`src/hdl/dpb_pkg.sv`:
```
// shared constants, register indexes and configuration struct for the back-projection block
package dpb_pkg;

    localparam int COEF_W          = 32;
    localparam int DEPTH_W         = 16;
    localparam int COLOR_W         = 8;
    localparam int OUT_W           = 24;
    localparam int FRAC_BITS       = 24;
    localparam int CFG_IDX_W       = 3;
    localparam int CFG_DATA_W      = 32;
    localparam int COORD_WIDTH_DEF = 12;
    localparam int PIPE_DEPTH      = 4;

    localparam logic [DEPTH_W-1:0] MAX_DEPTH_RST = 16'd10000;

    localparam logic [CFG_IDX_W-1:0] REG_KINV_XU   = 3'd0;
    localparam logic [CFG_IDX_W-1:0] REG_KINV_XV   = 3'd1;
    localparam logic [CFG_IDX_W-1:0] REG_KINV_XC   = 3'd2;
    localparam logic [CFG_IDX_W-1:0] REG_KINV_YV   = 3'd3;
    localparam logic [CFG_IDX_W-1:0] REG_KINV_YC   = 3'd4;
    localparam logic [CFG_IDX_W-1:0] REG_MAX_DEPTH = 3'd5;

    typedef struct packed {
        logic [COEF_W-1:0]  kinv_xu;
        logic [COEF_W-1:0]  kinv_xv;
        logic [COEF_W-1:0]  kinv_xc;
        logic [COEF_W-1:0]  kinv_yv;
        logic [COEF_W-1:0]  kinv_yc;
        logic [DEPTH_W-1:0] max_depth_mm;
    } t_cfg;

endpackage

```
`src/hdl/dpb_norm.sv`:
```
// two stages: coefficient products, then the normalized x and y sums in Q23.24
module dpb_norm #(
    parameter int COORD_WIDTH = dpb_pkg::COORD_WIDTH_DEF,
    localparam int PROD_W = dpb_pkg::COEF_W + COORD_WIDTH + 1,
    localparam int SUM_W  = PROD_W + 2
) (
    input  logic                    i_clk,
    input  logic [COORD_WIDTH-1:0]  i_column,
    input  logic [COORD_WIDTH-1:0]  i_row,
    input  dpb_pkg::t_cfg           i_cfg,
    output logic signed [SUM_W-1:0] o_sum_x,
    output logic signed [SUM_W-1:0] o_sum_y
);

    logic signed [PROD_W-1:0] r_pxu;
    logic signed [PROD_W-1:0] r_pxv;
    logic signed [PROD_W-1:0] r_pyv;
    logic signed [SUM_W-1:0]  r_sx;
    logic signed [SUM_W-1:0]  r_sy;
    logic signed [PROD_W-1:0] n_pxu;
    logic signed [PROD_W-1:0] n_pxv;
    logic signed [PROD_W-1:0] n_pyv;
    logic signed [SUM_W-1:0]  n_sx;
    logic signed [SUM_W-1:0]  n_sy;
    logic signed [COORD_WIDTH:0] w_u;
    logic signed [COORD_WIDTH:0] w_v;

    assign w_u = $signed({1'b0, i_column});
    assign w_v = $signed({1'b0, i_row});

    always_comb begin
        n_pxu = $signed(i_cfg.kinv_xu) * w_u;
        n_pxv = $signed(i_cfg.kinv_xv) * w_v;
        n_pyv = $signed(i_cfg.kinv_yv) * w_v;
        n_sx  = SUM_W'(r_pxu) + SUM_W'(r_pxv) + SUM_W'($signed(i_cfg.kinv_xc));
        n_sy  = SUM_W'(r_pyv) + SUM_W'($signed(i_cfg.kinv_yc));
    end

    always_ff @(posedge i_clk) begin
        r_pxu <= n_pxu;
        r_pxv <= n_pxv;
        r_pyv <= n_pyv;
        r_sx  <= n_sx;
        r_sy  <= n_sy;
    end

    assign o_sum_x = r_sx;
    assign o_sum_y = r_sy;

endmodule

```
`config.mk`:
```
export PLATFORM = sky130hd
export DESIGN_NAME = dpb_norm
export DESIGN_NICKNAME = d
export VERILOG_FILES = /design/src/hdl/dpb_pkg.sv /design/src/hdl/dpb_norm.sv
export SDC_FILE = /design/constraint.sdc
export NUM_CORES = 2
export LEC_CHECK = 0
export BUFFER_PORTS_ARGS = -buffer_cell sky130_fd_sc_hd__buf_4
export CAP_MARGIN = 20
export CORE_UTILIZATION = 65
export CTS_CLUSTER_DIAMETER = 30
export DETAILED_ROUTE_END_ITERATION = 12
export PLACE_DENSITY = 0.89
export RECOVER_POWER = 25
export SLEW_MARGIN = 25
export SYNTH_ARGS = -nofsm -noshare
export SYNTH_HDL_FRONTEND = slang
export SYNTH_SLANG_ARGS = --single-unit
```
`constraint.sdc`:
```
create_clock -name i_clk -period 9.16 [get_ports i_clk]
set_clock_uncertainty 0.05 [all_clocks]
set_input_delay 0.458 -clock i_clk [delete_from_list [all_inputs] [get_ports i_clk]]
set_output_delay 0.458 -clock i_clk [all_outputs]
set_load 0.01 [all_outputs]
```
Word level (Yosys, flattened, before mapping) --
Cells that the tools add are included.
Operators by class: $add $sub $neg 3, equal/unequal tests 0, $lt $le $gt $ge 0, reduce and logical (&&, ||, !) cells 0, bitwise operators 0, div/mod/pow operators 0, muxes and demuxes 0, shift-type cells 0, multiply operators 3
Operators with widths (number):
- 32-bit by 13-bit multiplier with 45-bit output | 3
- 46-bit by 32-bit adder with 47-bit output | 1
- 45-bit by 32-bit adder with 46-bit output | 1
- 45-bit by 45-bit adder with 46-bit output | 1
Word-level totals: flip-flop bits (word level) 228, bits in latches 0, bits in read-only memories 0, memories 0, RAM bits 0, input bits 201

Depth between registers and ports, before layout --
word-level depth 2, gate-level depth with buffers 24, depth with buffers taken out 22

Worst setup path after synthesis --
No wires, ideal clock.
kind input to register, start in i_row[7], end reg r_pxv[37], buffers on the path 2, slack 3116 ps, data arrival time 5930 ps, stages 21, cells stage by stage clkbuf_1 clkbuf_1 nand2_1 fa_1 inv_1 fa_1 fa_1 fa_1 inv_1 fa_1 inv_1 ha_1 a21oi_2 and2_4 a22o_1 a2111oi_4 o211ai_2 a32oi_2 a21boi_2 or4b_1 nand4_1
On the way: word-level cells in the longest chain between the ends 1
Ends and longest elaborated chain:
- start: declaration | line dpb_norm.sv:9 | input logic [COORD_WIDTH-1:0] i_row,
- 32-bit by 13-bit multiplier with 45-bit output | line dpb_norm.sv:33 | n_pxv = $signed(i_cfg.kinv_xv) * w_v;
- named net n_pxv[37] | line dpb_norm.sv:21 | logic signed [PROD_W-1:0] n_pxv;
- end signal: assignment | line dpb_norm.sv:41 | r_pxv <= n_pxv;
- end: declaration | line dpb_norm.sv:16 | logic signed [PROD_W-1:0] r_pxv;
The timed path passes the listed nets, and every way through them passes these cells.

Worst setup path after layout --
start in i_column[0], end reg r_pxu[43]
On the way: word-level cells in the longest chain between the ends 1
Ends and longest elaborated chain:
- start: declaration | line dpb_norm.sv:8 | input logic [COORD_WIDTH-1:0] i_column,
- 32-bit by 13-bit multiplier with 45-bit output | line dpb_norm.sv:32 | n_pxu = $signed(i_cfg.kinv_xu) * w_u;
- named net n_pxu[43] | line dpb_norm.sv:20 | logic signed [PROD_W-1:0] n_pxu;
- end signal: assignment | line dpb_norm.sv:40 | r_pxu <= n_pxu;
- end: declaration | line dpb_norm.sv:15 | logic signed [PROD_W-1:0] r_pxu;
The timed path passes the listed nets, and every way through them passes these cells.

==> run summary <==
Via count of the first global-routing pass = 42,400
Compound-gate portion of the synthesized area = 8.18%
Rel. slew slack = -18.9%
Post-layout min period = 7.05 ns
Starting Density = 66.0%
Via count = 39,100
Sequential area share after synthesis = 9.06%
Fin. Hold Viols = 0
Synth Warn # = 0
Synth top area share = 42.2%
Async S/R FF share, synth = 0%
Worst slew pin tran = 1.78 ns
Iteration-0 DRC count of the detailed router = 2,360
Register area = 4560 µm²
Failing checks = max-capacitance violations, max-slew violations
Commonest non-fill, non-tap cells in the layout = inv_1 (1,362), fa_1 (1,061), nand2_1 (747)
I/O Buffers = 278
Routed wire per std cell = 17.3 µm
Clock tree sinks = 228
Commonest non-fill, non-tap cell in the layout = inv_1
Syn Nets = 7,362
Yosys reg bits = 228
Clock slew at reported path FFs = 0.05 ns
Cell family with most CP delay = compound AO/OA/AOI/OAI gates
Required time of the critical path = 9.55 ns
EDFF count, synth = 0
Worst EP arrival = 7.44 ns
Post-CTS resize count = 0
RSZ-0062 raised after global routing = no
Worst skew pair latency = 0.60 ns
Slowest stage delay, CP = 1.26 ns
Clk buf depth = 3
First-pass GRT wire length = 200,000 µm
Synth Area per Inst = 8.82 µm²
Ys flop type = dfxtp_1
Final Cycle Share = 77.0%
Synth Instances = 5,713
Chip width = 280 µm
Status = finished with violations
Area leader, netlist = fa_1
Worst path most repeated cell = fa_1
Post-synthesis simple-gate area fraction = 15.7%
Grt total ovfl = 0
Die area = 78,600 µm²
Largest family of logic cells by synthesized area = adder cells
Die height = 280 µm
Core ar. = 76,300 µm²
Synth unique cells = 76
Routability cong. = 0.905
Nets@finish = 7,452
Initial antenna violation count = 4
Fmax = 0.142 GHz
Area grow syn2layout = 7.54%
Slowest-stage cell, CP = clkbuf_1
Global router's overall resource usage = 31.6%
Final setup viols = 0
CP Buf/Inv Count = 4
Boundary pin count = 295
DP Wirelength = 92,400 µm
# H-tree levels = 2
Fill cells = 5,481
Post-cts hold buffer count = 0
Area contributors post-synth = fa_1 (42%), inv_1 (10%), ha_1 (9.6%)
Max Slew Vio Count = 33
Max Cap Violations = 1
Post-synthesis mux area share = 0.102%
ANT nets after route = 0
Worst path cell trace = clkbuf_1, nand2_1, fa_1, inv_1, fa_1, fa_1, inv_1, fa_1, inv_1, ha_1, a211oi_1, nand2_1, a2111oi_0, a211oi_1, o2111ai_2, a211oi_1, o31ai_2, o211ai_1
Root buf cell = clkbuf_16
DR pass1 iterations = 6
Layout cells sized above 1 = 5.36%
Critical Path End Type = flop
Kind of critical path = in2reg
Cell row count = 101
Startpoint Class = input port
Max FO, Critical Path = 32
XOR/XNOR share of the synthesized area = 3.22%
Post-Synth Adder-Cell Area = 51.8%
Largest net degree at the start of global routing = 65
CTS Buf Count = 47
Area taken by multi-input logic gates = 39,800 µm²
Hold Path Class = in2reg
Total wire length = 119,000 µm
Post-synthesis cell area = 50,400 µm²
Setup Fix Bufs, Post-CTS = 0
Sum Neg Setup Slack = 0 ns
CTS tree = yes
Average vias per placed instance = 5.69
DRC Markers = 0
==> sequential cells by signal, summed over array words and instances, names as in the netlist <==
| name | cells |
|---|---|
| o_sum_y | 46 |
| r_pxu | 45 |
| r_pyv | 45 |
| o_sum_x | 47 |
| r_pxv | 45 |
==> metrics by stage <==
stage	cell area, µm²	hold slack (ns)	utilization [%]	worst slack [ns]	cells
after CTS	54400	0.0238	71.3	2.78	6867
after global routing	54200	0.0381	71.0	1.98	6867
after detailed placement	52900	0.396	69.3	2.24	6784
after global placement	52900	0.398	69.3	2.31	6784
after floorplan	50400	0.370	-	3.12	5713
final	54200	0.0460	71.0	2.11	6870
==> kinds of logic (layout without fill, tap and decap cells) <==
kind of cell,after synthesis,in the layout
other,0,3
xor gates and xnor gates,185,185
muxes,5,5
AOI/OAI and AO/OA,623,623
buffers and inverters,1600,1724
and+or+nand+nor,1624,1624
DFF,228,228
adders and majority gates,1448,1448
==> cell type report <==
type                            count  area share (%)
Clock inverter                     24           0.492
Inverter                         1362            9.43
Clock buffer                       59            2.39
Timing Repair Buffer              279            3.40
Sequential cell                   228            8.42
Antenna cell                        3          0.0139
Multi-Input combinational cell   3885            73.5
Tap cell                         1030            2.38
==> synthesized netlist by cell type (42+ instances only) <==
master and instances:
xnor2_1 124, o21ai_0 96, xor2_1 61, a21o_1 96, dfxtp_1 228, and2_1 533
inv_1 1362, fa_1 1061, nand2_1 747, nor2_1 127, a21oi_1 187, clkbuf_1 235
ha_1 387, nand3_1 42
==> path summary, 6_finish.rpt <==
| kind | startpoint | to | slack [ns] | depth (start not counted) |
|---|---|---|---|---|
| hold reg to reg | r_pyv[0] | o_sum_y[0] | 0.40 | 1 |
| setup / recovery | i_column[0] | r_pxu[43] | 2.11 | 18 |
| hold / removal | i_cfg[16] | o_sum_y[0] | 0.05 | 2 |
| setup reg to reg | r_pxu[0] | o_sum_x[39] | 4.80 | 16 |
==> metal layers <==
layer,share of wire [%],global-route usage (%),up-vias,wire length [µm]
met5,0.030,0,-,35
met4,5.7,16.9,6,6710
met3,7.4,4.90,456,8750
met2,50,54.8,1712,59600
met1,37,37.8,19600,43400
li1,-,-,17300,-
Power is not shown: default switching activity piles up to over one toggle a cycle in this logic, so the estimate is an artifact.
