==> src/hdl/dpb_pkg.sv <==
// shared constants, register indexes and configuration struct for the back-projection block
package dpb_pkg;

    localparam int COEF_W          = 32;
    localparam int DEPTH_W         = 16;
    localparam int COLOR_W         = 8;
    localparam int OUT_W           = 24;
    localparam int FRAC_BITS       = 24;
    localparam int CFG_IDX_W       = 3;
    localparam int CFG_DATA_W      = 32;
    localparam int COORD_WIDTH_DEF = 12;
    localparam int PIPE_DEPTH      = 4;

    localparam logic [DEPTH_W-1:0] MAX_DEPTH_RST = 16'd10000;

    localparam logic [CFG_IDX_W-1:0] REG_KINV_XU   = 3'd0;
    localparam logic [CFG_IDX_W-1:0] REG_KINV_XV   = 3'd1;
    localparam logic [CFG_IDX_W-1:0] REG_KINV_XC   = 3'd2;
    localparam logic [CFG_IDX_W-1:0] REG_KINV_YV   = 3'd3;
    localparam logic [CFG_IDX_W-1:0] REG_KINV_YC   = 3'd4;
    localparam logic [CFG_IDX_W-1:0] REG_MAX_DEPTH = 3'd5;

    typedef struct packed {
        logic [COEF_W-1:0]  kinv_xu;
        logic [COEF_W-1:0]  kinv_xv;
        logic [COEF_W-1:0]  kinv_xc;
        logic [COEF_W-1:0]  kinv_yv;
        logic [COEF_W-1:0]  kinv_yc;
        logic [DEPTH_W-1:0] max_depth_mm;
    } t_cfg;

endpackage

==> src/hdl/dpb_scale.sv <==
// two stages: split product of a Q23.24 sum by depth, then round half up and saturate
module dpb_scale #(
    parameter int SUM_W = dpb_pkg::COEF_W + dpb_pkg::COORD_WIDTH_DEF + 3,
    localparam int HI_W   = SUM_W - dpb_pkg::FRAC_BITS,
    localparam int LO_P_W = dpb_pkg::FRAC_BITS + dpb_pkg::DEPTH_W,
    localparam int HI_P_W = HI_W + dpb_pkg::DEPTH_W + 1,
    localparam int RND_W  = LO_P_W + 1 - dpb_pkg::FRAC_BITS,
    localparam int TOT_W  = HI_P_W + 1
) (
    input  logic                              i_clk,
    input  logic signed [SUM_W-1:0]           i_sum,
    input  logic [dpb_pkg::DEPTH_W-1:0]       i_z,
    output logic signed [dpb_pkg::OUT_W-1:0]  o_val
);

    localparam logic [LO_P_W:0] HALF = (LO_P_W + 1)'(1) << (dpb_pkg::FRAC_BITS - 1);
    localparam logic [dpb_pkg::OUT_W-1:0] SAT_MAX = {1'b0, {(dpb_pkg::OUT_W - 1){1'b1}}};
    localparam logic [dpb_pkg::OUT_W-1:0] SAT_MIN = {1'b1, {(dpb_pkg::OUT_W - 1){1'b0}}};

    logic [LO_P_W-1:0]         r_lo_p;
    logic signed [HI_P_W-1:0]  r_hi_p;
    logic [dpb_pkg::OUT_W-1:0] r_out;
    logic [LO_P_W-1:0]         n_lo_p;
    logic signed [HI_P_W-1:0]  n_hi_p;
    logic [dpb_pkg::OUT_W-1:0] n_out;
    logic [LO_P_W:0]           w_lo_r;
    logic [RND_W-1:0]          w_rnd;
    logic [TOT_W-1:0]          w_tot;
    logic [TOT_W-dpb_pkg::OUT_W:0] w_top;
    logic                      w_in_range;

    // s*z = hi*z*2^24 + lo*z, so the rounding only touches the low product
    always_comb begin
        n_lo_p     = LO_P_W'(i_sum[dpb_pkg::FRAC_BITS-1:0]) * LO_P_W'(i_z);
        n_hi_p     = $signed(i_sum[SUM_W-1:dpb_pkg::FRAC_BITS]) * $signed({1'b0, i_z});
        w_lo_r     = {1'b0, r_lo_p} + HALF;
        w_rnd      = w_lo_r[LO_P_W:dpb_pkg::FRAC_BITS];
        w_tot      = TOT_W'(r_hi_p) + TOT_W'(w_rnd);
        w_top      = w_tot[TOT_W-1:dpb_pkg::OUT_W-1];
        w_in_range = (&w_top) || (~|w_top);
        if (w_in_range) begin
            n_out = w_tot[dpb_pkg::OUT_W-1:0];
        end else if (w_tot[TOT_W-1]) begin
            n_out = SAT_MIN;
        end else begin
            n_out = SAT_MAX;
        end
    end

    always_ff @(posedge i_clk) begin
        r_lo_p <= n_lo_p;
        r_hi_p <= n_hi_p;
        r_out  <= n_out;
    end

    assign o_val = $signed(r_out);

endmodule

==> config.mk <==
export PLATFORM = sky130hd
export DESIGN_NAME = dpb_scale
export DESIGN_NICKNAME = d
export VERILOG_FILES = /design/src/hdl/dpb_pkg.sv /design/src/hdl/dpb_scale.sv
export SDC_FILE = /design/constraint.sdc
export NUM_CORES = 2
export LEC_CHECK = 0
export ABC_AREA = 0
export CAP_MARGIN = 20
export CORE_UTILIZATION = 30
export CTS_BUF_LIST = sky130_fd_sc_hd__clkbuf_4
export DETAILED_ROUTE_END_ITERATION = 7
export DONT_BUFFER_PORTS = 1
export HOLD_SLACK_MARGIN = 0.08
export SYNTH_ARGS = -nofsm -noshare
export SYNTH_HDL_FRONTEND = slang
export SYNTH_SLANG_ARGS = --single-unit
==> constraint.sdc <==
create_clock -name i_clk -period 7.58 [get_ports i_clk]
set_input_delay 1.516 -clock i_clk [delete_from_list [all_inputs] [get_ports i_clk]]
set_output_delay 1.516 -clock i_clk [all_outputs]
set_load 0.05 [all_outputs]
Word level (Yosys, flattened, before mapping)
Cells that the tools add are included.
- input port bits: 64
- output and inout bits: 24
- word-level logic and storage cells: 13
- flip-flop bits (word level): 104
- mux-type cells: 2
- $mul: 2
- reductions and logical operators: 4
- add/sub/neg operators: 2
- operators by type and width (kind ; count):
    two-way mux 24 bit ; 2
    adder 40 x 18 -> 41 bit ; 1
    adder 40 x 24 -> 41 bit (second input constant) ; 1
    multiplier 23 x 17 -> 40 bit ; 1
    multiplier 24 x 16 -> 40 bit ; 1
    AND reduction 18 bit ; 1
    OR reduction 18 bit ; 1
    zero test 1 bit ; 1
    logical OR 1 bit ; 1

Logic depth before layout (Yosys ltp)
- depth after elaboration: 6
- mapped depth: 26
- gate-level depth less buffers: 25

Worst setup path before layout
OpenSTA, ideal clock, no wires.
- kind: in2reg
- from: in i_z[2] (netlist bit)
- to: reg r_hi_p[38]
- setup time: 0.072 ns
- stages on the path: 25
- required time: 7.508 ns
- setup slack: 0.002 ns
- arrival: 7.506 ns
- buffers on the path: 2
- cell sequence: clkbuf_1 clkbuf_1 nand2_1 fa_1 inv_1 fa_1 inv_1 fa_1 inv_1 fa_1 fa_1 inv_1 fa_1 inv_1 ha_1 a211oi_1 o21ai_0 a21oi_1 o21ai_0 o31a_1 o311a_1 o41ai_2 o2111ai_1 a21oi_1 xnor2_1
- word-level cells in the longest chain between the ends: 1
- RTL lines (what ; line ; source):
    from (decl) ; dpb_scale.sv:12 ; input logic [dpb_pkg::DEPTH_W-1:0] i_z,
    multiplier 23 x 17 -> 40 bit ; dpb_scale.sv:35 ; n_hi_p = $signed(i_sum[SUM_W-1:dpb_pkg::FRAC_BITS]) * $signed({1'b0, i_z});
    net n_hi_p[38] ; dpb_scale.sv:24 ; logic signed [HI_P_W-1:0] n_hi_p;
    to (signal assigned) ; dpb_scale.sv:52 ; r_hi_p <= n_hi_p;
    to (decl) ; dpb_scale.sv:21 ; logic signed [HI_P_W-1:0] r_hi_p;
The timed path passes the listed nets, and every way through them passes these cells.

Worst setup path after layout
- from: in i_z[5] (netlist bit)
- to: reg r_hi_p[38]
Same word-level chain as after synthesis.

==> results.py <==
metrics = {
    "finish": {
        "fillers": 9911,
        "layout-drive-gt1-share_pct": 1.92,
        "final_net_count": 4085,
        "syn_to_final_growth_pct": 4.48,
    },
    "synth": {
        "synth_area_per_cell_um2": 8.85,
        "ys_ff_latch": 81,
        "synth.yosys.warnings": 0,
        "synthesis.area_um2": 28700,
        "synth_area_leaders": "fa_1 47%, inv_1 11%, ha_1 9.9%",
        "synth_cell_type_count": 73,
        "synth_edf_count": 0,
        "yosys.area.top_type_share_pct": 46.7,
        "synth_flop_cell": "dfxtp_1",
        "netlist.top_cell.by_area": "fa_1",
        "synthArstFlopShare_pct": 0,
        "syn_inst": 3241,
        "syn-num-nets": 4200,
        "synth_common_cells": "816 x inv_1, 669 x fa_1, 508 x nand2_1",
        "seq_area_frac_synth_pct": 5.65,
        "yosysMostFrequentCell": "inv_1",
    },
    "critical_path": {
        "worst-path-buf-inv": 4,
        "worstSetupEndpointType": "register",
        "path_class": "primary input to register",
        "start_kind": "primary input",
        "cpMostUsedCell": "fa_1",
        "arrival_ns": 7.59,
        "slowest_stage": "fa_1",
        "critical_path.top_delay_family": "adder cells",
        "path_max_fanout": 47,
        "path_cells": "and2_1, fa_1, inv_1, fa_1, fa_1, fa_1, inv_1, fa_1, inv_1, fa_1, inv_1, ha_1, and3_1, a31oi_1, a21oi_1, o31a_1, o311a_1, o41ai_2, o2111ai_1, a21oi_1, xnor2_1",
        "cp.required_ns": 8.03,
        "slowest_delay_ns": 0.54,
    },
    "timing": {
        "rsz0062_at_grt": "false",
        "max_clock_freq_mhz": 140,
        "finalHoldViolCount": 0,
        "worst_clock_skew_ns": 0.0400,
        "setup_viol": 0,
        "setup-tns-final_ns": 0,
        "fin_crit_ns": 7.14,
        "slew_headroom_pct": 46.3,
        "timing.final.crit_share_pct": 94.2,
        "worst_slew_pin_slew_ns": 0.802,
        "finalMaxSlewViolations": 0,
    },
    "detailed_routing": {
        "dr.pass1.iters": 5,
        "drt-total-wl_um": 75000,
        "drc": 0,
        "via_per_inst": 4.69,
        "wl_per_cell_um": 17.1,
        "drt_iter0_markers": 1154,
        "via_count": 20651,
        "ant_nets": 0,
    },
    "place": {
        "dpl.hpwl_um": 57800,
        "gp_congestion": 0.853,
        "io_buffers": 0,
    },
    "global_routing": {
        "grt_overflow": 0,
        "grt_pass1_wl_um": 124000,
        "grt_max_degree": 48,
        "grt_util_all_layers_pct": 16.2,
        "grt_pass1_vias": 22329,
        "antenna_found_initial": 4,
    },
    "floorplan": {
        "start_util_pct": 30.2,
        "ioPinCount": 88,
        "die_area_um2": 96800,
        "chipHeight_um": 311,
        "num_rows": 113,
        "coreArea_um2": 94900,
        "die_w_um": 311,
    },
    "clock_network": {
        "clock_latency_ns": 0.56,
        "cts_tree": "done",
        "clk_pin_slew_ns": 0.13,
        "cts.sinks": 81,
        "cts_buffer_depth": 2,
        "cts_root_buf": "clkbuf_4",
        "cts_buffers": 9,
        "cts.repair.resized": 0,
        "hold_buffers": 0,
        "h-tree-depth": 3,
        "cts_setup_buffers": 0,
    },
    "min_path": {
        "worstHoldPathType": "register to register",
    },
    "status": {
        "outcome": "complete, no violations",
    },
    "run": {
        "drv_cap": 0,
    },
}
[through the flow]
stage	cell area (µm²)	utilization, %	hold WS, ns	cells	setup WS, ns
2_1_floorplan	28700	-	0.539	3241	0.00233
3_3_place_gp	29800	31.4	0.589	4380	0.0820
3_5_place_dp	29800	31.4	0.591	4380	0.00572
4_1_cts	30000	31.6	0.622	4396	0.611
5_1_grt	30000	31.6	0.663	4399	0.240
6_report	30000	31.6	0.618	4399	0.442
[cell families (layout without fill, tap and decap cells)]
group | after synthesis | after routing | share of synthesized area (%)
XOR/XNOR | 100 | 100 | 3.05
AND/OR/NAND/NOR | 972 | 972 | 16.4
multiplexers | 3 | 3 | 0.105
other | 0 | 3 | 0
AO/OA/AOI/OAI | 236 | 236 | 5.67
adder cells (fa/ha/maj) | 895 | 895 | 56.6
flip-flops | 81 | 81 | 5.65
buffers and inverters | 954 | 844 | 12.6
[flip-flops by register name (all words and copies together), names as in the netlist]
signal  count
r_lo_p     17
o_val      24
r_hi_p     40
[path summary, 6_finish.rpt]
path,from,cells past startpoint,endpoint,slack (ns)
hold / removal,r_hi_p[22]$_DFF_P_,2,o_val[22]$_DFF_P_,0.62
hold reg to reg,r_hi_p[22]$_DFF_P_,2,o_val[22]$_DFF_P_,0.62
setup reg to reg,r_lo_p[25]$_DFF_P_,16,o_val[0]$_DFF_P_,2.33
setup / recovery,i_z[5],21,r_hi_p[38]$_DFF_P_,0.44
[metal layers]
layer / global-route usage (%) / part of all wire, %
met4: 3.57 / 2.0
met5: 0 / 0
met2: 27.2 / 47
met1: 22.1 / 45
met3: 2.51 / 6.1
[cell type report]
cell class                 instances  area (µm²)  share of cell area [%]
tap                             1265        1580                    5.28
antenna                            3        7.51                  0.0251
clock inverter                     7        78.8                   0.263
inverter                         816        3060                    10.2
clock buffer                       9        67.6                   0.225
timing repair buffer              12        90.1                   0.301
sequential                        81        1620                    5.41
multi-input combinational       2206       23500                    78.3
[placed cells by master (no fill, tap or decap), types with 32 or more instances in the layout]
cell,count
xor2_1,32
and2_1,307
inv_1,816
xnor2_1,68
nor2_1,48
ha_1,226
fa_1,669
o21ai_0,33
dfxtp_1,81
nand2_1,508
a21oi_1,67
[tightest hold or removal path, delay by kind of cell (launching register included)]
family,cells,cell delay (ns)
flip-flops,1,0.37
AO/OA/AOI/OAI,1,0.12
XOR/XNOR,1,0.10
Power is not shown: default switching activity piles up to over one toggle a cycle in this logic, so the estimate is an artifact.
