## src/hdl/dpb_pkg.sv

```systemverilog
// shared constants, register indexes and configuration struct for the back-projection block
package dpb_pkg;

    localparam int COEF_W          = 32;
    localparam int DEPTH_W         = 16;
    localparam int COLOR_W         = 8;
    localparam int OUT_W           = 24;
    localparam int FRAC_BITS       = 24;
    localparam int CFG_IDX_W       = 3;
    localparam int CFG_DATA_W      = 32;
    localparam int COORD_WIDTH_DEF = 12;
    localparam int PIPE_DEPTH      = 4;

    localparam logic [DEPTH_W-1:0] MAX_DEPTH_RST = 16'd10000;

    localparam logic [CFG_IDX_W-1:0] REG_KINV_XU   = 3'd0;
    localparam logic [CFG_IDX_W-1:0] REG_KINV_XV   = 3'd1;
    localparam logic [CFG_IDX_W-1:0] REG_KINV_XC   = 3'd2;
    localparam logic [CFG_IDX_W-1:0] REG_KINV_YV   = 3'd3;
    localparam logic [CFG_IDX_W-1:0] REG_KINV_YC   = 3'd4;
    localparam logic [CFG_IDX_W-1:0] REG_MAX_DEPTH = 3'd5;

    typedef struct packed {
        logic [COEF_W-1:0]  kinv_xu;
        logic [COEF_W-1:0]  kinv_xv;
        logic [COEF_W-1:0]  kinv_xc;
        logic [COEF_W-1:0]  kinv_yv;
        logic [COEF_W-1:0]  kinv_yc;
        logic [DEPTH_W-1:0] max_depth_mm;
    } t_cfg;

endpackage

```

## src/hdl/dpb_cfg_regs.sv

```systemverilog
// configuration register file with a plain write port
module dpb_cfg_regs (
    input  logic                            i_clk,
    input  logic                            i_rst_n,
    input  logic                            i_cfg_we,
    input  logic [dpb_pkg::CFG_IDX_W-1:0]   i_cfg_idx,
    input  logic [dpb_pkg::CFG_DATA_W-1:0]  i_cfg_data,
    output dpb_pkg::t_cfg                   o_cfg
);

    dpb_pkg::t_cfg r_cfg;
    dpb_pkg::t_cfg n_cfg;

    always_comb begin
        n_cfg = r_cfg;
        if (i_cfg_we) begin
            unique case (i_cfg_idx)
                dpb_pkg::REG_KINV_XU:   n_cfg.kinv_xu = i_cfg_data;
                dpb_pkg::REG_KINV_XV:   n_cfg.kinv_xv = i_cfg_data;
                dpb_pkg::REG_KINV_XC:   n_cfg.kinv_xc = i_cfg_data;
                dpb_pkg::REG_KINV_YV:   n_cfg.kinv_yv = i_cfg_data;
                dpb_pkg::REG_KINV_YC:   n_cfg.kinv_yc = i_cfg_data;
                dpb_pkg::REG_MAX_DEPTH: n_cfg.max_depth_mm = i_cfg_data[dpb_pkg::DEPTH_W-1:0];
                default: ; // unknown index, write dropped
            endcase
        end
    end

    always_ff @(posedge i_clk) begin
        if (!i_rst_n) begin
            r_cfg.kinv_xu      <= '0;
            r_cfg.kinv_xv      <= '0;
            r_cfg.kinv_xc      <= '0;
            r_cfg.kinv_yv      <= '0;
            r_cfg.kinv_yc      <= '0;
            r_cfg.max_depth_mm <= dpb_pkg::MAX_DEPTH_RST;
        end else begin
            r_cfg <= n_cfg;
        end
    end

    assign o_cfg = r_cfg;

endmodule

```

## config.mk

```make
export PLATFORM = sky130hd
export DESIGN_NAME = dpb_cfg_regs
export DESIGN_NICKNAME = d
export VERILOG_FILES = /design/src/hdl/dpb_pkg.sv /design/src/hdl/dpb_cfg_regs.sv
export SDC_FILE = /design/constraint.sdc
export NUM_CORES = 1
export LEC_CHECK = 0
export ABC_AREA = 1
export BUFFER_PORTS_ARGS = -buffer_cell sky130_fd_sc_hd__buf_2
export CORE_UTILIZATION = 51
export CTS_CLUSTER_SIZE = 30
export DETAILED_ROUTE_END_ITERATION = 8
export MAX_ROUTING_LAYER = met4
export PLACE_DENSITY = 0.87
export SYNTH_ARGS = -nofsm -noshare
export SYNTH_HDL_FRONTEND = slang
export SYNTH_SLANG_ARGS = --single-unit
```

## constraint.sdc

```tcl
create_clock -name i_clk -period 1.2 [get_ports i_clk]
set_input_delay 0.12 -clock i_clk [delete_from_list [all_inputs] [get_ports i_clk]]
set_output_delay 0.12 -clock i_clk [all_outputs]
set_load 0.02 [all_outputs]
```

==> Word-level counts from Yosys, hierarchy flattened <==
Index checks and enable logic that the tools add are counted.
{ "totals": {"out_inout_bits": 176, "regBits": 176, "in_bits": 38, "elab_cells": 18} }
{ "op_classes": {"n_reduce_logical": 7, "eq_ne": 5} }
{ "op_table": {"columns": ["op", "n"], "rows": [
  ["$reduce_and 2->1", 6],
  ["$eq 3x2->1 const B", 2],
  ["$eq 3x3->1 const B", 2],
  ["$eq 3x1->1 const B", 1],
  ["$logic_not 3->1", 1]
]} }

==> Depth between registers and ports, before layout <==
Gate-level depths: netlist of the first run.
{ "logic_depth": {"ltp_word": 2, "depth_mapped": 7, "mapped_depth_nobuf": 5} }

==> Least setup slack after synthesis of the first run <==
Ideal clock, no wire load.
{ "synth_path": {"path_kind": "input to register", "startpoint": "input port i_cfg_we", "endpoint": "register r_cfg (netlist bit o_cfg[132])", "cell_stages": 7, "setup_time_ps": 113, "setup_slack_ps": 239, "arrival_ps": 848, "path_buffers": 2, "path_cell_list": "inv_1 nor2_1 buf_2 clkbuf_1 nand3_1 nand2_1 nor2_1"} }
{ "synth_via": {"elab_chain_cells": 1} }
{ "synth_rtl": {"columns": ["item", "line_no", "text"], "rows": [
  ["start: declaration", "dpb_cfg_regs.sv:5", "input logic i_cfg_we,"],
  ["$reduce_and 2->1 (no source line)", null, null],
  ["end signal: assignment", "dpb_cfg_regs.sv:38", "r_cfg <= n_cfg;"],
  ["end: declaration", "dpb_cfg_regs.sv:11", "dpb_pkg::t_cfg r_cfg;"]
]} }
No other way between the ends.
A chain may end at the register's enable or synchronous reset.

==> Worst setup path after layout of the first run <==
{ "layout_path": {"startpoint": "register r_cfg (netlist bit o_cfg[123])", "endpoint": "output port o_cfg[123] (netlist bit)"} }
{ "layout_lines": {"columns": ["item", "line_no", "text"], "rows": [
  ["end: declaration", "dpb_cfg_regs.sv:8", "output dpb_pkg::t_cfg o_cfg"]
]} }
No word-level cell between the ends.

==> flow_summary_export.csv, run 1 <==
group,metric,value,unit
floorplanning,die_w,119,um
cells_and_area,syn2layout_area_growth,30.0,%
synth,syn_nets,1038,
detailed_routing,num_vias,7109,
setup_path,worstSetupEndpoint,"o_cfg[123]",
timing,tightest_slew,331,ps
pwr,p_clk_share,43.3,%
detailed_routing,dr.pass1.iters,5,
floorplanning,chipHeight,119,um
floorplanning,dieArea,14100,sq um
placed_design,gp_congestion,0.925,
synth,synth_cells,1000,
grt,grt_pass1_wl,32900,um
cells_and_area,final_layout_size_suffix_gt1_share,23.2,%
timing,finalMaxSlewViolations,0,
synth,yosys.cell_types.count,12,
setup_path,critical-path-top-delay-family,"flip-flops",
timing,fin_skew,0,ps
setup_path,cpMaxStageDelayCell,"dfxtp_1",
clock_network,cts_root_buf,"clkbuf_16",
run_status,status,"complete, no violations",
placed_design,port_buffers,213,
detailed_routing,wl_per_cell,14.8,um
setup_path,crit_required,1080,ps
timing,finalSetupTns,0,ps
timing,hold_ws,108,ps
clock_network,h-tree-depth,4,
timing,max_freq,890,MHz
pwr,leakagePower,4.47,nW
placed_design,hpwl,13600,um
synth,ys_seq_area_share,50.8,%
detailed_routing,post-route-drc-count,0,
setup_path,crit_buf_inv,1,
grt,grt_max_degree,66,
grt,grt_usage,30.6,%
pwr,seq_power_share,44.9,%
synth,yosys_warnings,0,
clock_network,path_clk_slew,60,ps
pwr,ir_drop,0.944,mV
pwr,p_per_area,1520,nW/um^2
grt,grt.overflow.total,0,
setup_path,cp.arrival,1000,ps
clock_network,hold_buffers,5,
setup_path,critPathCaptureType,"primary output",
setup_path,regToRegSetupSlack,580,ps
grt,first_global_vias,6450,
setup_path,critPathMaxStageDelay,390,ps
clock_network,cts_tree,"built",
pwr,power_frac_comb,11.9,%
clock_network,post_cts_buffers,0,
placed_design,placed_cells,1344,
synth,synth_area,6930,sq um
synth,synthAdderAreaFrac,0,%
cells_and_area,final_core_util,68.1,%
setup_path,cp_max_fo,2,
setup_path,r2r_cells,2,
synth,synth_top_family_by_area,"simple AND/OR/NAND/NOR gates",
timing,period_share,93.7,%
floorplanning,io_pins,214,
clock_network,clk_latency,420,ps
cells_and_area,largest_reg_flops,176,
min_path,hold_path.class,"in -> reg",
floorplanning,core_area,13200,sq um
synth,ys_seq_elements,176,
pwr,internal_power,10.3,mW
setup_path,crit_type,"reg -> out",
synth,synthMuxAreaShare,0,%
setup_path,r2r-start,"o_cfg[43]",
timing,finalHoldViolCount,0,
cells_and_area,nNetsFinal,1230,
synth,syn_avg_cell_area,6.93,sq um
cells_and_area,finalNonFillerCells,1381,
setup_path,crit_cells,1,
setup_path,r2r_end,"o_cfg[43]",
timing,grt_setup_unrepaired,"false",
timing,layout_min_cycle_time,1120,ps
floorplanning,rows,42,
detailed_routing,initialDrtViolationCount,801,
clock_network,post_cts_resized,0,
setup_path,cp_cell_sequence,"buf_2",
detailed_routing,ant_nets,0,
synth,synthXorXnorAreaFrac,0,%
setup_path,startpoint,"o_cfg[123]",
cells_and_area,fillers,1117,
cells_and_area,diodes,0,
clock_network,cts_buffers,17,
detailed_routing,viasPerCell,5.15,
job,max_cap_viol_count,0,
pwr,sw_frac_of_total,24.8,%
floorplanning,start_util,52.3,%
pwr,p_switching,3.40,mW
clock_network,cts_sinks,176,
synth,synth_compound_area_share,0,%
pwr,total_power,13.7,mW
grt,antenna_found_initial,0,
synth,yosys.area_share.simple,42.3,%
clock_network,clockBufferDepth,2,
detailed_routing,routed_wl,20500,um
timing,relSlewSlack,77.9,%
setup_path,worst_setup_path_start_kind,"register",
timing,setup_viol,0,
metrics by stage:
stage / worst slack [ps] / instance area [sq um]
5_1_grt: 61.0 / 9010
3_5_place_dp: 30.4 / 8330
6_report: 76.0 / 9010
4_1_cts: 79.3 / 9010
3_3_place_gp: 70.9 / 8330
2_1_floorplan: 239 / 6930
cell type report:
class	count	area [sq um]	share of cell area, %
Timing Repair Buffer	243	1530	17.0
Multi-Input combinational cell	716	2960	32.8
Sequential cell	176	3520	39.1
Inverter	38	143	1.58
Clock inverter	11	186	2.07
Tap cell	176	220	2.44
Clock buffer	21	450	5.00
power groups by stage:
stage / sequential (mW) / combinational (mW) / clock (mW)
CTS: 6.16 / 1.62 / 5.99
floorplan: 6.53 / 0.761 / 0
finish: 6.16 / 1.63 / 5.94
detailed placement: 6.28 / 1.60 / 0
global route: 6.18 / 1.78 / 6.27
global placement: 6.28 / 1.58 / 0
kinds of logic after synthesis:
kind of cell           after synthesis
AND/OR/NAND/NOR                    716
flip-flops                         176
buffers and inverters              108
cells in the final DEF, fill, tap and decap left out:
cell type	Yosys	final
nor2_1	344	342
buf_2	52	212
nand2_1	188	188
nand3_1	176	176
dfxtp_1	176	176
inv_1	35	35
buf_12	0	18
clkbuf_16	0	17
buf_4	1	8
nor2_2	7	5
nor2_4	1	5
bufinv_16	0	5
dlygate4sd3_1	0	5
clkinv_2	0	4
inv_2	3	3
clkbuf_1	10	3
clkinv_4	0	1
clkbuf_8	0	1
clkinvlp_4	0	1
synthesized netlist by cell type, drive strengths merged:
cell    number  area, sq um
clkbuf      10         37.5
nor2       352         1350
buf         60          294
inv         38          143
nand3      176          881
dfxtp      176         3520
nand2      188          706
routing by layer:
layer	up-vias	part of all wire, %	global-route usage, %
met3	50	9.3	8.06
met4	0	2.7	12.2
met5	-	0	-
met2	306	48	49.2
li1	3486	-	-
met1	3267	40	36.3
worst min path at each step:
stage / from / slack [ps] / end / depth (start not counted)
2_1_floorplan: i_cfg_data[10] / 250 / o_cfg[10] / 2
3_3_place_gp: i_cfg_data[8] / 340 / o_cfg[8] / 3
3_5_place_dp: i_cfg_data[13] / 360 / o_cfg[13] / 3
4_1_cts: i_cfg_data[18] / 100 / o_cfg[66] / 5
5_1_grt: i_cfg_data[18] / 120 / o_cfg[66] / 5
6_report: i_cfg_data[18] / 110 / o_cfg[66] / 5
tightest hold or removal path, cell delays in order:
cell	delay, ps
buf_2	80
inv_1	90
nand3_1	100
nand2_1	50
nor2_1	70
No activity file was read; power rests on OpenSTA's default activity.
==> run 2: changes to the inputs <==
BUFFER_PORTS_ARGS = not set   (was -buffer_cell sky130_fd_sc_hd__buf_2)
CORE_UTILIZATION = 63   (was 51)
DONT_BUFFER_PORTS = 1   (was not set)
PLACE_DENSITY = 0.86   (was 0.87)
clock period = 1.25 ns   (was 1.2 ns; I/O delays follow)
==> run 2 against run 1 <==
- the run now ends with hold timing, setup timing left
- hold slack lost 170 ps
- die area decreased by 19%
- combinational power is 7% lower
- final cell count decreased by 7.0%
- power is 0.16% lower
- clock power grew 0.7%
- clock skew is the same
- first-iteration DRC count is 28% higher
- critical path type is now reg -> reg
==> flow_summary_export.csv, run 2 (same netlist as run 1, synthesis figures left out) <==
group,metric,value,unit
run_status,status,"complete, but fails checks",
run_status,violations,"hold timing, setup timing",
clock_network,cts_buffers,17,
clock_network,cts_sinks,176,
cells_and_area,nNetsFinal,1174,
timing,period_share,105,%
clock_network,clockBufferDepth,2,
cells_and_area,final_layout_size_suffix_gt1_share,7.92,%
placed_design,port_buffers,0,
setup_path,crit_required,1730,ps
pwr,ir_drop,1.20,mV
grt,grt_usage,48.2,%
cells_and_area,final_common_cell,"nor2_1",
cells_and_area,final_cell_mix,"nor2_1 (342), nand2_1 (188), nand3_1 (176)",
clock_network,cts_root_buf,"clkbuf_8",
setup_path,crit_buf_inv,1,
cells_and_area,final_core_util,89.5,%
cells_and_area,fillers,465,
floorplanning,core_area,10500,sq um
detailed_routing,wl_per_cell,20.7,um
setup_path,cpMaxStageDelayCell,"dlygate4sd3_1",
grt,antenna_found_initial,0,
timing,max_freq,764,MHz
floorplanning,dieArea,11400,sq um
detailed_routing,num_vias,7994,
grt,grt_max_degree,120,
placed_design,hpwl,11900,um
setup_path,cp.arrival,1790,ps
timing,tightest_slew,370,ps
cells_and_area,diodes,0,
timing,setup_ws,-58.6,ps
detailed_routing,initialDrtViolationCount,1024,
detailed_routing,routed_wl,26600,um
timing,finalMaxSlewViolations,0,
job,max_cap_viol_count,0,
floorplanning,die_w,107,um
min_path,hold_path.class,"in -> reg",
cells_and_area,syn2layout_area_growth,35.7,%
setup_path,worst_setup_path_start_kind,"register",
timing,finalHoldViolCount,2,
timing,relSlewSlack,75.3,%
floorplanning,chipHeight,107,um
clock_network,cts_tree,"built",
placed_design,preCtsSetupSlack,272,ps
clock_network,path_clk_slew,70,ps
timing,layout_min_cycle_time,1310,ps
floorplanning,rows,37,
setup_path,critical-path-top-delay-family,"buffers and inverters",
setup_path,critPathMaxStageDelay,600,ps
timing,setup_viol,2,
timing,hold_ws,-64.9,ps
detailed_routing,viasPerCell,6.22,
floorplanning,io_pins,214,
pwr,p_per_area,1460,nW/um^2
setup_path,crit_type,"reg -> reg",
cells_and_area,largest_reg_flops,176,
detailed_routing,post-route-drc-count,0,
timing,fin_skew,0,ps
floorplanning,start_util,65.9,%
pwr,leakagePower,4.01,nW
clock_network,clk_latency,540,ps
grt,grt.overflow.total,0,
placed_design,gp_congestion,0.827,
grt,grt_pass1_wl,40900,um
setup_path,cp_cell_sequence,"nand2_1 -> nand3_1 -> dlygate4sd3_1",
detailed_routing,ant_nets,0,
grt,first_global_vias,8038,
setup_path,critPathCaptureType,"register",
clock_network,h-tree-depth,4,
detailed_routing,dr.pass1.iters,6,
setup_path,cp_max_fo,2,
-- run 2: path summary, 6_finish.rpt --
kind | startpoint | depth (start not counted) | slack [ps] | endpoint
min reg2reg | o_cfg[47] | 2 | 520 | o_cfg[47]
min | i_rst_n | 3 | -60 | o_cfg[42]
max reg2reg | o_cfg[9] | 3 | -60 | o_cfg[9]
max | o_cfg[9] | 3 | -60 | o_cfg[9]
-- run 2: layer usage --
layer	up-vias	wire length, um	track usage, %
li1	3374	-	-
met1	3648	8400	48.7
met2	736	12500	78.3
met3	236	3750	17.9
met4	0	2010	31.9
met5	-	0	-
-- run 2: repair_timing --
item                                    4_1_cts  5_1_grt
resized for setup                             0       23
endpoints found under the setup margin        0       53
hold endpoints to repair                    176        5
hold buffers                                165        5
buffers inserted                              0        1
-- run 2: area by class of cell --
class	instances	area (sq um)	area share (%)
Clock buffer	18	428	4.55
Sequential cell	176	3530	37.5
Clock inverter	14	238	2.53
Multi-Input combinational cell	716	2950	31.4
Tap cell	136	170	1.81
Timing Repair Buffer	187	1940	20.6
Inverter	38	145	1.54
-- run 2: power by group --
group          total [mW]  leakage, nW  switching (mW)  internal, mW
sequential           6.21         1.43           0.408          5.80
clock                5.98        0.325            2.27          3.71
combinational        1.51         2.25           0.832         0.680
-- run 2: worst min-delay path, delay by kind of cell --
| family | cells | cell delay (ps) |
|---|---|---|
| buffers and inverters | 1 | 170 |
| and+or+nand+nor | 2 | 120 |
-- run 2: metrics by stage --
stage	power (mW)	cells	instance area, sq um	hold slack (ps)	setup TNS, ps
2_1_floorplan	7.00	1000	6930	251	0
3_3_place_gp	7.17	1088	7050	221	0
6_report	13.7	1285	9410	-64.9	-59.4
3_5_place_dp	7.19	1088	7050	227	0
4_1_cts	13.5	1285	9400	8.59	0
5_1_grt	14.1	1285	9410	18.6	-62.7
==> run 3: changes to the inputs <==
PLACE_DENSITY = not set   (was 0.86)
PLACE_DENSITY_LB_ADDON = 0.05   (was not set)
==> run 3 against run 2 <==
- the run now ends clean
- clock power hardly changed
- power is 0.47% lower
- utilization is 0.26 points lower
- hold slack better by 82 ps
- critical path depth is 3 higher
- via count is 4.6% lower
- global-route usage is 4.5 points lower
- clock skew stayed put
- design area is 0.29% lower
- worst setup slack better by 68 ps
- sequential power hardly changed
- critical endpoint is now o_cfg[67]
==> flow_summary_export.csv, run 3 (same netlist as run 1, synthesis figures left out) <==
group,metric,value,unit
run_status,status,"complete, no violations",
setup_path,crit_required,1690,ps
pwr,seq_power_share,45.5,%
min_path,hold_path.class,"in -> reg",
setup_path,critPathCaptureType,"register",
timing,fin_skew,0,ps
cells_and_area,final_cell_mix,"nor2_1 (342), nand2_1 (188), nand3_1 (176)",
floorplanning,dieArea,11400,sq um
cells_and_area,diodes,0,
pwr,p_switching,3.40,mW
detailed_routing,initialDrtViolationCount,809,
timing,max_freq,806,MHz
timing,finalSetupTns,0,ps
placed_design,preCtsSetupSlack,220,ps
timing,finalHoldViolCount,0,
setup_path,crit_type,"in -> reg",
setup_path,critPathMaxStageDelay,560,ps
detailed_routing,routed_wl,24500,um
timing,layout_min_cycle_time,1240,ps
clock_network,cts_sinks,176,
clock_network,clk_latency,540,ps
cells_and_area,final_layout_size_suffix_gt1_share,7.84,%
grt,grt_usage,43.7,%
setup_path,cp.arrival,1680,ps
pwr,p_clk_share,43.7,%
floorplanning,rows,37,
detailed_routing,wl_per_cell,19.1,um
timing,tightest_slew,429,ps
setup_path,cp_max_fo,5,
clock_network,h-tree-depth,4,
timing,finalMaxSlewViolations,0,
pwr,power_frac_comb,10.8,%
timing,relSlewSlack,71.3,%
detailed_routing,post-route-drc-count,0,
pwr,leakagePower,3.98,nW
setup_path,worst_setup_path_start_kind,"input port",
floorplanning,chipHeight,107,um
pwr,sw_frac_of_total,24.9,%
floorplanning,start_util,65.9,%
cells_and_area,fillers,492,
setup_path,cp_cell_sequence,"dlygate4sd3_1 -> inv_1 -> nand3_1 -> nand2_1 -> dlygate4sd3_1 -> nor2_1",
detailed_routing,ant_nets,0,
pwr,p_per_area,1450,nW/um^2
clock_network,cts_root_buf,"clkbuf_8",
clock_network,clockBufferDepth,2,
detailed_routing,dr.pass1.iters,7,
setup_path,cpMaxStageDelayCell,"dlygate4sd3_1",
clock_network,path_clk_slew,70,ps
timing,period_share,99.3,%
timing,hold_ws,16.6,ps
setup_path,crit_buf_inv,3,
setup_path,crit_top_cell,"dlygate4sd3_1",
floorplanning,core_area,10500,sq um
pwr,internal_power,10.2,mW
cells_and_area,final_core_util,89.2,%
grt,grt_pass1_wl,37000,um
detailed_routing,num_vias,7630,
clock_network,cts_tree,"built",
grt,antenna_found_initial,0,
placed_design,port_buffers,0,
cells_and_area,final_common_cell,"nor2_1",
timing,setup_viol,0,
placed_design,gp_congestion,0.863,
cells_and_area,multiInputGateArea,2960,sq um
cells_and_area,syn2layout_area_growth,35.3,%
grt,grt.overflow.total,0,
cells_and_area,largest_reg_flops,176,
detailed_routing,viasPerCell,5.94,
setup_path,critical-path-top-delay-family,"buffers and inverters",
cells_and_area,regArea,3530,sq um
grt,grt_max_degree,120,
pwr,total_power,13.6,mW
pwr,ir_drop,1.28,mV
grt,first_global_vias,7475,
floorplanning,die_w,107,um
clock_network,post_cts_buffers,0,
cells_and_area,nNetsFinal,1173,
floorplanning,io_pins,214,
job,max_cap_viol_count,0,
timing,grt_setup_unrepaired,"false",
timing,setup_ws,9.35,ps
clock_network,cts_buffers,17,
placed_design,hpwl,12300,um
run 3: cell count changes in the layout (fill, tap and decap cells not counted), sizes merged:
cell / delta
clkbuf: +3
clkinv: -2
buf: -1
clkinvlp: -1
run 3: tightest hold or removal path: stages:
cell and delay (ps):
nand2_1 130, nor2_4 120, nor2_1 100, nor2_1 50
run 3: what timing repair did:
item                       in CTS  in global routing
setup endpoints to repair       0                 50
hold endpoints to repair      176                  0
hold buffers                  164                  0
resized for setup               0                 23
run 3: per-layer routing:
layer / routed length, um / share of wire (%) / vias to the layer above / track usage (%)
met5: 0 / 0 / - / -
met4: 1370 / 5.6 / 0 / 28.4
met3: 3160 / 13 / 137 / 14.3
met2: 11700 / 48 / 603 / 71.2
met1: 8290 / 34 / 3518 / 45.5
li1: - / - / 3372 / -
run 3: layout make-up:
cell class              count  share of cell area (%)
clock buffers              21                    4.79
clock inverters            11                    2.23
inverters                  38                    1.52
multi-input cells         716                    31.5
flip-flops and latches    176                    37.6
well taps                 136                    1.81
repair buffers            186                    20.5
run 3: power by group through the flow:
stage	Sequential, mW	Combinational (mW)	Clock [mW]
finish	6.21	1.47	5.96
global route	6.22	1.57	6.17
floorplan	6.27	0.730	0
detailed placement	6.32	0.877	0
CTS	6.20	1.36	5.90
global placement	6.32	0.850	0
run 3: per-stage QoR:
step	cells	instance area, sq um
2_1_floorplan	1000	6930
5_1_grt	1284	9380
3_3_place_gp	1088	7050
4_1_cts	1284	9370
3_5_place_dp	1088	7050
6_report	1284	9380
run 3: path summary, 6_finish.rpt:
kind	start	endpoint	slack, ps	cells past startpoint
worst max-delay path	i_cfg_data[19]	o_cfg[67]	9	6
worst min-delay path	i_cfg_idx[0]	o_cfg[12]	20	4
worst max register to register	o_cfg[9]	o_cfg[9]	40	3
worst min register to register	o_cfg[101]	o_cfg[101]	580	2
